`config.mk`:
```
export PLATFORM = sky130hd
export DESIGN_NAME = positional_list_store_unit
export DESIGN_NICKNAME = d
export VERILOG_FILES = /design/src/rtl/core/pls_pkg.sv /design/src/rtl/core/positional_list_store_unit.sv /design/src/rtl/core/pls_ram.sv
export SDC_FILE = /design/constraint.sdc
export NUM_CORES = 1
export LEC_CHECK = 0
export BUFFER_PORTS_ARGS = -buffer_cell sky130_fd_sc_hd__buf_4
export CORE_MARGIN = 2
export CORE_UTILIZATION = 25
export CTS_CLUSTER_SIZE = 20
export DETAILED_ROUTE_END_ITERATION = 8
export PLACE_DENSITY = 0.43
export SYNTH_ARGS = -nofsm -noshare
export SYNTH_HDL_FRONTEND = slang
export SYNTH_SLANG_ARGS = --single-unit
```
`constraint.sdc`:
```
create_clock -name aclk -period 4.24 [get_ports aclk]
set_clock_uncertainty 0.1 [all_clocks]
set_input_delay 0 -clock aclk [delete_from_list [all_inputs] [get_ports aclk]]
set_output_delay 0 -clock aclk [all_outputs]
set_load 0.02 [all_outputs]
```
`src/rtl/core/pls_pkg.sv`:
```
// shared constants and types for the positional list store
`default_nettype none

package pls_pkg;

    localparam int DEPTH = 16;
    localparam int AW    = $clog2(DEPTH);
    localparam int CW    = $clog2(DEPTH + 1);

    localparam int CMD_W = 3;
    localparam int VAL_W = 32;
    localparam int POS_W = 5;
    localparam int ST_W  = 2;
    localparam int CNT_W = 5;
    localparam int PCW   = ((POS_W > CW) ? POS_W : CW) + 1;

    localparam int S_TDATA_W = 40;
    localparam int M_TDATA_W = 40;

    localparam logic [CMD_W-1:0] CMD_INS_FRONT = 3'd0;
    localparam logic [CMD_W-1:0] CMD_INS_END   = 3'd1;
    localparam logic [CMD_W-1:0] CMD_INS_POS   = 3'd2;
    localparam logic [CMD_W-1:0] CMD_DEL_FRONT = 3'd3;
    localparam logic [CMD_W-1:0] CMD_DEL_END   = 3'd4;
    localparam logic [CMD_W-1:0] CMD_DEL_POS   = 3'd5;
    localparam logic [CMD_W-1:0] CMD_SEARCH    = 3'd6;

    typedef enum logic [ST_W-1:0] {
        STAT_OK    = 2'd0,
        STAT_EMPTY = 2'd1,
        STAT_FULL  = 2'd2,
        STAT_RANGE = 2'd3
    } status_t;

    typedef enum logic [11:0] {
        ST_IDLE    = 12'b0000_0000_0001,
        ST_INS_CHK = 12'b0000_0000_0010,
        ST_INS_RD  = 12'b0000_0000_0100,
        ST_INS_WR  = 12'b0000_0000_1000,
        ST_DEL_RD  = 12'b0000_0001_0000,
        ST_DEL_CAP = 12'b0000_0010_0000,
        ST_DEL_CHK = 12'b0000_0100_0000,
        ST_SH_RD   = 12'b0000_1000_0000,
        ST_SH_WR   = 12'b0001_0000_0000,
        ST_SR_RD   = 12'b0010_0000_0000,
        ST_SR_CMP  = 12'b0100_0000_0000,
        ST_DONE    = 12'b1000_0000_0000
    } state_t;

endpackage

`default_nettype wire

```
`src/rtl/core/positional_list_store_unit.sv`:
```
// positional list store: ordered list in a slot ram, shifted one element at a time
// insert: check, read, write per element moved toward the end; the last check writes the value
// delete: read, capture, then check, read, write per element moved toward the front
// search: read, compare per element until a hit or the end; rejected commands skip to the result
// one word at a time; the single ram read port sets the pace of every move and compare
// reset clears the count and handshake state only; the slot ram is not cleared
`default_nettype none

module positional_list_store_unit (
    input  wire logic                           aclk,
    input  wire logic                           aresetn,
    input  wire logic                           s_tvalid,
    output logic                                s_tready,
    input  wire logic [pls_pkg::S_TDATA_W-1:0]  s_tdata,  // cmd, value, position
    output logic                                m_tvalid,
    input  wire logic                           m_tready,
    output logic      [pls_pkg::M_TDATA_W-1:0]  m_tdata   // status, found, removed_value, entry_count
);

    pls_pkg::state_t state_reg, state_next;

    logic [pls_pkg::CW-1:0]    occ_reg, occ_next;
    logic [pls_pkg::AW-1:0]    ptr_reg, ptr_next;
    logic [pls_pkg::AW-1:0]    idx_reg, idx_next;
    logic [pls_pkg::VAL_W-1:0] val_reg, val_next;
    pls_pkg::status_t          status_reg, status_next;
    logic                      found_reg, found_next;
    logic [pls_pkg::VAL_W-1:0] removed_reg, removed_next;

    logic                      m_tvalid_reg, m_tvalid_next;
    pls_pkg::status_t          out_status_reg, out_status_next;
    logic                      out_found_reg, out_found_next;
    logic [pls_pkg::VAL_W-1:0] out_removed_reg, out_removed_next;
    logic [pls_pkg::CNT_W-1:0] out_count_reg, out_count_next;

    logic [pls_pkg::CMD_W-1:0] in_cmd;
    logic [pls_pkg::VAL_W-1:0] in_val;
    logic [pls_pkg::POS_W-1:0] in_pos;
    logic [pls_pkg::PCW-1:0]   pos_w, occ_w, pos_m1;
    logic                      full, empty, ins_pos_ok, del_pos_ok, s_accept;
    logic [pls_pkg::CW-1:0]    ptr_inc_w;
    logic                      ptr_at_last;

    logic                      ram_we;
    logic [pls_pkg::AW-1:0]    ram_waddr, ram_raddr;
    logic [pls_pkg::VAL_W-1:0] ram_wdata, ram_rdata;

    pls_ram #(
        .WIDTH (pls_pkg::VAL_W),
        .DEPTH (pls_pkg::DEPTH)
    ) u_slots (
        .aclk  (aclk),
        .we    (ram_we),
        .waddr (ram_waddr),
        .wdata (ram_wdata),
        .raddr (ram_raddr),
        .rdata (ram_rdata)
    );

    assign in_cmd = s_tdata[2:0];
    assign in_val = s_tdata[34:3];
    assign in_pos = s_tdata[39:35];

    assign s_tready = (state_reg == pls_pkg::ST_IDLE);
    assign s_accept = s_tvalid && s_tready;

    assign full       = (occ_reg == pls_pkg::CW'(pls_pkg::DEPTH));
    assign empty      = (occ_reg == '0);
    assign pos_w      = pls_pkg::PCW'(in_pos);
    assign occ_w      = pls_pkg::PCW'(occ_reg);
    assign pos_m1     = pos_w - pls_pkg::PCW'(1);
    assign ins_pos_ok = (pos_w != '0) && (pos_w <= occ_w + pls_pkg::PCW'(1));
    assign del_pos_ok = (pos_w != '0) && (pos_w <= occ_w);

    // shared address adder and end-of-list compare
    assign ptr_inc_w   = pls_pkg::CW'(ptr_reg) + pls_pkg::CW'(1);
    assign ptr_at_last = (ptr_inc_w >= occ_reg);

    always_comb begin
        state_next       = state_reg;
        occ_next         = occ_reg;
        ptr_next         = ptr_reg;
        idx_next         = idx_reg;
        val_next         = val_reg;
        status_next      = status_reg;
        found_next       = found_reg;
        removed_next     = removed_reg;
        m_tvalid_next    = m_tvalid_reg && !m_tready;
        out_status_next  = out_status_reg;
        out_found_next   = out_found_reg;
        out_removed_next = out_removed_reg;
        out_count_next   = out_count_reg;
        ram_we           = 1'b0;
        ram_waddr        = ptr_reg;
        ram_wdata        = ram_rdata;
        ram_raddr        = ptr_reg;

        case (state_reg)
            pls_pkg::ST_IDLE: begin
                if (s_accept) begin
                    val_next     = in_val;
                    found_next   = 1'b0;
                    removed_next = '0;
                    status_next  = pls_pkg::STAT_OK;
                    state_next   = pls_pkg::ST_DONE;
                    case (in_cmd)
                        pls_pkg::CMD_INS_FRONT, pls_pkg::CMD_INS_END,
                        pls_pkg::CMD_INS_POS: begin
                            if (full) begin
                                status_next = pls_pkg::STAT_FULL;
                            end else if (in_cmd == pls_pkg::CMD_INS_POS && !ins_pos_ok) begin
                                status_next = pls_pkg::STAT_RANGE;
                            end else begin
                                ptr_next = pls_pkg::AW'(occ_reg);
                                if (in_cmd == pls_pkg::CMD_INS_FRONT) begin
                                    idx_next = '0;
                                end else if (in_cmd == pls_pkg::CMD_INS_END) begin
                                    idx_next = pls_pkg::AW'(occ_reg);
                                end else begin
                                    idx_next = pls_pkg::AW'(pos_m1);
                                end
                                state_next = pls_pkg::ST_INS_CHK;
                            end
                        end
                        pls_pkg::CMD_DEL_FRONT, pls_pkg::CMD_DEL_END,
                        pls_pkg::CMD_DEL_POS: begin
                            if (empty) begin
                                status_next = pls_pkg::STAT_EMPTY;
                            end else if (in_cmd == pls_pkg::CMD_DEL_POS && !del_pos_ok) begin
                                status_next = pls_pkg::STAT_RANGE;
                            end else begin
                                if (in_cmd == pls_pkg::CMD_DEL_FRONT) begin
                                    idx_next = '0;
                                end else if (in_cmd == pls_pkg::CMD_DEL_END) begin
                                    idx_next = pls_pkg::AW'(occ_reg - pls_pkg::CW'(1));
                                end else begin
                                    idx_next = pls_pkg::AW'(pos_m1);
                                end
                                state_next = pls_pkg::ST_DEL_RD;
                            end
                        end
                        pls_pkg::CMD_SEARCH: begin
                            if (empty) begin
                                status_next = pls_pkg::STAT_EMPTY;
                            end else begin
                                ptr_next   = '0;
                                state_next = pls_pkg::ST_SR_RD;
                            end
                        end
                        default: begin
                            state_next = pls_pkg::ST_DONE;
                        end
                    endcase
                end
            end
            pls_pkg::ST_INS_CHK: begin
                if (ptr_reg == idx_reg) begin
                    ram_we     = 1'b1;
                    ram_wdata  = val_reg;
                    occ_next   = occ_reg + pls_pkg::CW'(1);
                    state_next = pls_pkg::ST_DONE;
                end else begin
                    state_next = pls_pkg::ST_INS_RD;
                end
            end
            pls_pkg::ST_INS_RD: begin
                ram_raddr  = ptr_reg - pls_pkg::AW'(1);
                state_next = pls_pkg::ST_INS_WR;
            end
            pls_pkg::ST_INS_WR: begin
                ram_we     = 1'b1;
                ptr_next   = ptr_reg - pls_pkg::AW'(1);
                state_next = pls_pkg::ST_INS_CHK;
            end
            pls_pkg::ST_DEL_RD: begin
                ram_raddr  = idx_reg;
                state_next = pls_pkg::ST_DEL_CAP;
            end
            pls_pkg::ST_DEL_CAP: begin
                removed_next = ram_rdata;
                ptr_next     = idx_reg;
                state_next   = pls_pkg::ST_DEL_CHK;
            end
            pls_pkg::ST_DEL_CHK: begin
                if (ptr_at_last) begin
                    occ_next   = occ_reg - pls_pkg::CW'(1);
                    state_next = pls_pkg::ST_DONE;
                end else begin
                    state_next = pls_pkg::ST_SH_RD;
                end
            end
            pls_pkg::ST_SH_RD: begin
                ram_raddr  = pls_pkg::AW'(ptr_inc_w);
                state_next = pls_pkg::ST_SH_WR;
            end
            pls_pkg::ST_SH_WR: begin
                ram_we     = 1'b1;
                ptr_next   = pls_pkg::AW'(ptr_inc_w);
                state_next = pls_pkg::ST_DEL_CHK;
            end
            pls_pkg::ST_SR_RD: begin
                state_next = pls_pkg::ST_SR_CMP;
            end
            pls_pkg::ST_SR_CMP: begin
                if (ram_rdata == val_reg) begin
                    found_next = 1'b1;
                    state_next = pls_pkg::ST_DONE;
                end else if (ptr_at_last) begin
                    state_next = pls_pkg::ST_DONE;
                end else begin
                    ptr_next   = pls_pkg::AW'(ptr_inc_w);
                    state_next = pls_pkg::ST_SR_RD;
                end
            end
            pls_pkg::ST_DONE: begin
                if (!m_tvalid_reg || m_tready) begin
                    m_tvalid_next    = 1'b1;
                    out_status_next  = status_reg;
                    out_found_next   = found_reg;
                    out_removed_next = removed_reg;
                    out_count_next   = pls_pkg::CNT_W'(occ_reg);
                    state_next       = pls_pkg::ST_IDLE;
                end
            end
            default: begin
                state_next = pls_pkg::ST_IDLE;
            end
        endcase
    end

    always_ff @(posedge aclk) begin
        if (!aresetn) begin
            state_reg    <= pls_pkg::ST_IDLE;
            occ_reg      <= '0;
            m_tvalid_reg <= 1'b0;
        end else begin
            state_reg    <= state_next;
            occ_reg      <= occ_next;
            m_tvalid_reg <= m_tvalid_next;
        end
    end

    always_ff @(posedge aclk) begin
        ptr_reg         <= ptr_next;
        idx_reg         <= idx_next;
        val_reg         <= val_next;
        status_reg      <= status_next;
        found_reg       <= found_next;
        removed_reg     <= removed_next;
        out_status_reg  <= out_status_next;
        out_found_reg   <= out_found_next;
        out_removed_reg <= out_removed_next;
        out_count_reg   <= out_count_next;
    end

    assign m_tvalid = m_tvalid_reg;
    assign m_tdata  = {out_count_reg, out_removed_reg, out_found_reg, out_status_reg};

    // count never exceeds the slot count
    a_occ_bound: assert property (@(posedge aclk) disable iff (!aresetn)
        occ_reg <= pls_pkg::CW'(pls_pkg::DEPTH))
        else $error("occupancy above depth");

    // a full report only comes with a full list
    a_full_count: assert property (@(posedge aclk) disable iff (!aresetn)
        m_tvalid_reg && out_status_reg == pls_pkg::STAT_FULL
        |-> out_count_reg == pls_pkg::CNT_W'(pls_pkg::DEPTH))
        else $error("full status with list not full");

    // an empty report only comes with an empty list
    a_empty_count: assert property (@(posedge aclk) disable iff (!aresetn)
        m_tvalid_reg && out_status_reg == pls_pkg::STAT_EMPTY |-> out_count_reg == '0)
        else $error("empty status with list not empty");

    // a hit only on a successful search
    a_found_ok: assert property (@(posedge aclk) disable iff (!aresetn)
        m_tvalid_reg && out_found_reg |-> out_status_reg == pls_pkg::STAT_OK)
        else $error("found flag with failing status");

    // count only moves while a command is in work
    a_occ_idle: assert property (@(posedge aclk) disable iff (!aresetn)
        state_reg == pls_pkg::ST_IDLE |=> $stable(occ_reg) || !$past(aresetn))
        else $error("occupancy changed while idle");

endmodule

`default_nettype wire

```
`src/rtl/core/pls_ram.sv`:
```
// generic single-port-write ram with registered read
`default_nettype none

module pls_ram #(
    parameter int WIDTH = 32,
    parameter int DEPTH = 16
) (
    input  wire logic                     aclk,
    input  wire logic                     we,
    input  wire logic [$clog2(DEPTH)-1:0] waddr,
    input  wire logic [WIDTH-1:0]         wdata,
    input  wire logic [$clog2(DEPTH)-1:0] raddr,
    output logic      [WIDTH-1:0]         rdata
);

    logic [WIDTH-1:0] mem_reg [DEPTH];
    logic [WIDTH-1:0] rdata_reg;

    always_ff @(posedge aclk) begin
        if (we) begin
            mem_reg[waddr] <= wdata;
        end
        rdata_reg <= mem_reg[raddr];
    end

    assign rdata = rdata_reg;

endmodule

`default_nettype wire
```
==> results.sh <==
export IMPL_avgRoutedWirePerCell_microns=22.0
export IMPL_cellLeakagePower_nw=11.4
export IMPL_area_delta_synth_final_pct=22.3
export IMPL_globalplace_congestion=0.786
export IMPL_post_synth_num_cell_types=65
export IMPL_synthDominantAreaCellType="sky130_fd_sc_hd__edfxtp_1"
export IMPL_outcome="finished clean"
export IMPL_placement_rows=122
export IMPL_fillerInstances=10900
export IMPL_regToRegSetupSlack_ps=330
export IMPL_post_route_drc_count=0
export IMPL_fin_hold_ws_ps=24.2
export IMPL_max_buffers_root_to_sink=3
export IMPL_r2r_start="occ_reg[0]"
export IMPL_cts_reportedPaths_clkPinSlew_ps=60
export IMPL_synth_sequential_area_ratio_pct=71.4
export IMPL_synth_ff_latch_count=677
export IMPL_final_core_utilization_pct=30.7
export IMPL_finalHoldViolCount=0
export IMPL_ioPinCount=86
export IMPL_global_route_usage_total_pct=13.5
export IMPL_vias=15600
export IMPL_drive_gt1_share_pct=21.1
export IMPL_placeableCoreArea_sq_mm=0.111
export IMPL_dp_cells=3275
export IMPL_worstMarginPinSlew_ps=972
export IMPL_die_area_sq_mm=0.114
export IMPL_worst_setup_path_startpoint="occ_reg[0]"
export IMPL_globalRoute_totalOverflow=0
export IMPL_die_h_microns=337
export IMPL_buffer_ports_inserted=85
export IMPL_clk_tree_root_cell="sky130_fd_sc_hd__clkbuf_16"
export IMPL_final_max_slew_violation_count=0
export IMPL_worst_endpoint_required_ps=4710
export IMPL_setup_tns_ps=0
export IMPL_post_cts_repair_setup_buffers=0
export IMPL_synth_async_sr_flop_share_pct=0
export IMPL_cp_start_kind="flop"
export IMPL_vdd_drop_max_uv=305
export IMPL_worst_ep_arrival_time_ps=4380
export IMPL_detail_route_vias_per_cell=4.45
export IMPL_cts_tree="yes"
export IMPL_drt_iter0_markers=1253
export IMPL_postRouteAntennaNets=0
export IMPL_cell_count_after_synthesis=1740
export IMPL_grt_first_pass_wirelength_mm=111
export IMPL_final_instance_count_excl_fill=3497
export IMPL_power_density_cell_area_mw_per_mm2=479
export IMPL_cts_htree_levels=3
export IMPL_final_setup_viol_count=0
export IMPL_timing_critical_path_to_type="flop"
export IMPL_post_synth_main_area_contributors="sky130_fd_sc_hd__edfxtp_1, sky130_fd_sc_hd__mux2i_1, sky130_fd_sc_hd__mux2_2, sky130_fd_sc_hd__dfxtp_1, sky130_fd_sc_hd__nand2_1"
export IMPL_number_of_global_route_vias_before_repair=15800
export IMPL_firstDrtPassIters=6
export IMPL_yosys_top_cells_count="sky130_fd_sc_hd__edfxtp_1, sky130_fd_sc_hd__nand2_1, sky130_fd_sc_hd__mux2i_1"
export IMPL_timing_worst_setup_path_type="reg2reg"
export IMPL_maxCapViolations=0
export IMPL_worst_skew_pair_late_latency_ps=640
export IMPL_min_delay_path_class="in2reg"
export IMPL_antenna_found_initial=1
export IMPL_dieWidth_microns=337
export IMPL_dominantRegCellSynth="sky130_fd_sc_hd__edfxtp_1"
export IMPL_finalCriticalPeriod_ps=3910
export IMPL_avgSynthCellArea_sq_um=16.0
export IMPL_hold_start="s_tdata[10]"
export IMPL_design_power_total_mw=16.3
export IMPL_final_nets=2011
export IMPL_rsz0062_at_grt="false"
export IMPL_numClockSinks=677
export IMPL_post_cts_resized=0
export IMPL_synth_largest_type_area_fraction_pct=67.8
export IMPL_final_min_period_over_clock_period_pct=92.1
export IMPL_yosysMostFrequentCell="sky130_fd_sc_hd__edfxtp_1"
export IMPL_postRouteWirelength_mm=77.0
export IMPL_initial_utilization_pct=25.1
export IMPL_grt_max_degree=69
export IMPL_count_of_flip_flops_with_a_built_in_enable_after_synthesis=627
export IMPL_synth_yosys_warnings=0
export IMPL_tritoncts_num_buffers=79
export IMPL_antennaDiodeCount=0
export IMPL_synthesis_area_sq_mm=0.0278
export IMPL_worst_slew_margin_rel_pct=34.6
export IMPL_hpwl_mm=43.3
export IMPL_largest_register_ff_count=512
export IMPL_fmax_mhz=256
export IMPL_postSynthNetCount=1807
export IMPL_worst_path_max_fanout=10
stage by stage:
stage                     worst slack (ps)  area [sq um]
after detailed placement               447         30500
after CTS                              343         34000
final                                  334         34000
after global routing                  62.8         34000
after global placement                 590         30500
after floorplan                        526         27800
routing by layer:
layer,vias up,GRT usage (%),wire (microns)
met5,-,0,0
met4,0,3.88,1710
met3,102,2.45,3490
met2,367,21.5,35400
met1,7906,18.7,36400
li1,7190,-,-
worst max-delay path, stage by stage, from the launching register on:
cell,delay [ps]
sky130_fd_sc_hd__dfxtp_1,520
sky130_fd_sc_hd__inv_1,170
sky130_fd_sc_hd__ha_1,340
sky130_fd_sc_hd__inv_1,80
sky130_fd_sc_hd__ha_1,280
sky130_fd_sc_hd__nor2b_1,130
sky130_fd_sc_hd__o21a_1,160
sky130_fd_sc_hd__o21a_1,170
sky130_fd_sc_hd__o21a_1,160
sky130_fd_sc_hd__o21ai_0,250
sky130_fd_sc_hd__a211o_1,200
sky130_fd_sc_hd__dlygate4sd3_1,550
sky130_fd_sc_hd__a31oi_1,70
sky130_fd_sc_hd__dlygate4sd3_1,580
sky130_fd_sc_hd__nor2_1,80
cells by family (layout without fill, tap and decap cells):
kind of cell | Yosys count | in the layout | share of synthesized area (%)
buffers and inverters | 110 | 379 | 2.61
flip-flops | 677 | 677 | 71.4
AO/OA/AOI/OAI | 264 | 264 | 7.39
adder cells (fa/ha/maj) | 23 | 23 | 1.04
XOR/XNOR | 50 | 50 | 1.58
multiplexers | 230 | 230 | 8.73
AND/OR/NAND/NOR | 386 | 386 | 7.28
power breakdown:
group          internal (mW)  total (mW)  switching [mW]
clock                   4.24        6.93            2.69
sequential              7.66        7.80           0.134
combinational          0.586        1.53           0.949
total                   12.5        16.3            3.77
layout make-up:
| cell class | instances | area, sq um | area share, % |
|---|---|---|---|
| clock buffers | 110 | 2280 | 6.71 |
| clock inverters | 36 | 404 | 1.19 |
| inverters | 16 | 60.1 | 0.177 |
| multi-input cells | 953 | 7300 | 21.5 |
| flip-flops and latches | 677 | 19800 | 58.4 |
| well taps | 1488 | 1860 | 5.48 |
| repair buffers | 217 | 2240 | 6.61 |
cells in the final DEF, fill, tap and decap left out, drive strengths merged, types with 8 or more instances in the layout:
cell type | synthesis | routed
clkinv | 1 | 24
bufinv | 0 | 8
mux2i | 131 | 131
a211oi | 65 | 65
ha | 23 | 23
edfxtp | 627 | 627
inv | 15 | 16
nand4 | 14 | 14
o21ai | 20 | 20
mux2 | 99 | 99
nor2 | 39 | 39
xnor2 | 46 | 46
a31oi | 65 | 65
o22ai | 34 | 34
clkbuf | 32 | 110
nor4 | 11 | 11
nor3 | 14 | 14
dlygate4sd3 | 0 | 76
a21oi | 14 | 14
nand2 | 145 | 145
a221o | 35 | 35
buf | 62 | 141
dfxtp | 50 | 50
and2 | 116 | 116
final timing paths:
| kind | end | depth (start not counted) |
|---|---|---|
| max | state_reg[1] | 14 |
| min | val_reg[7] | 2 |
| max reg2reg | state_reg[1] | 14 |
| min reg2reg | out_removed_reg[25] | 0 |
timing repair:
action,CTS,global route
hold buffers,76,0
setup endpoints to repair,0,0
endpoints found under the hold margin,61,0
No activity file was read; power rests on OpenSTA's default activity.
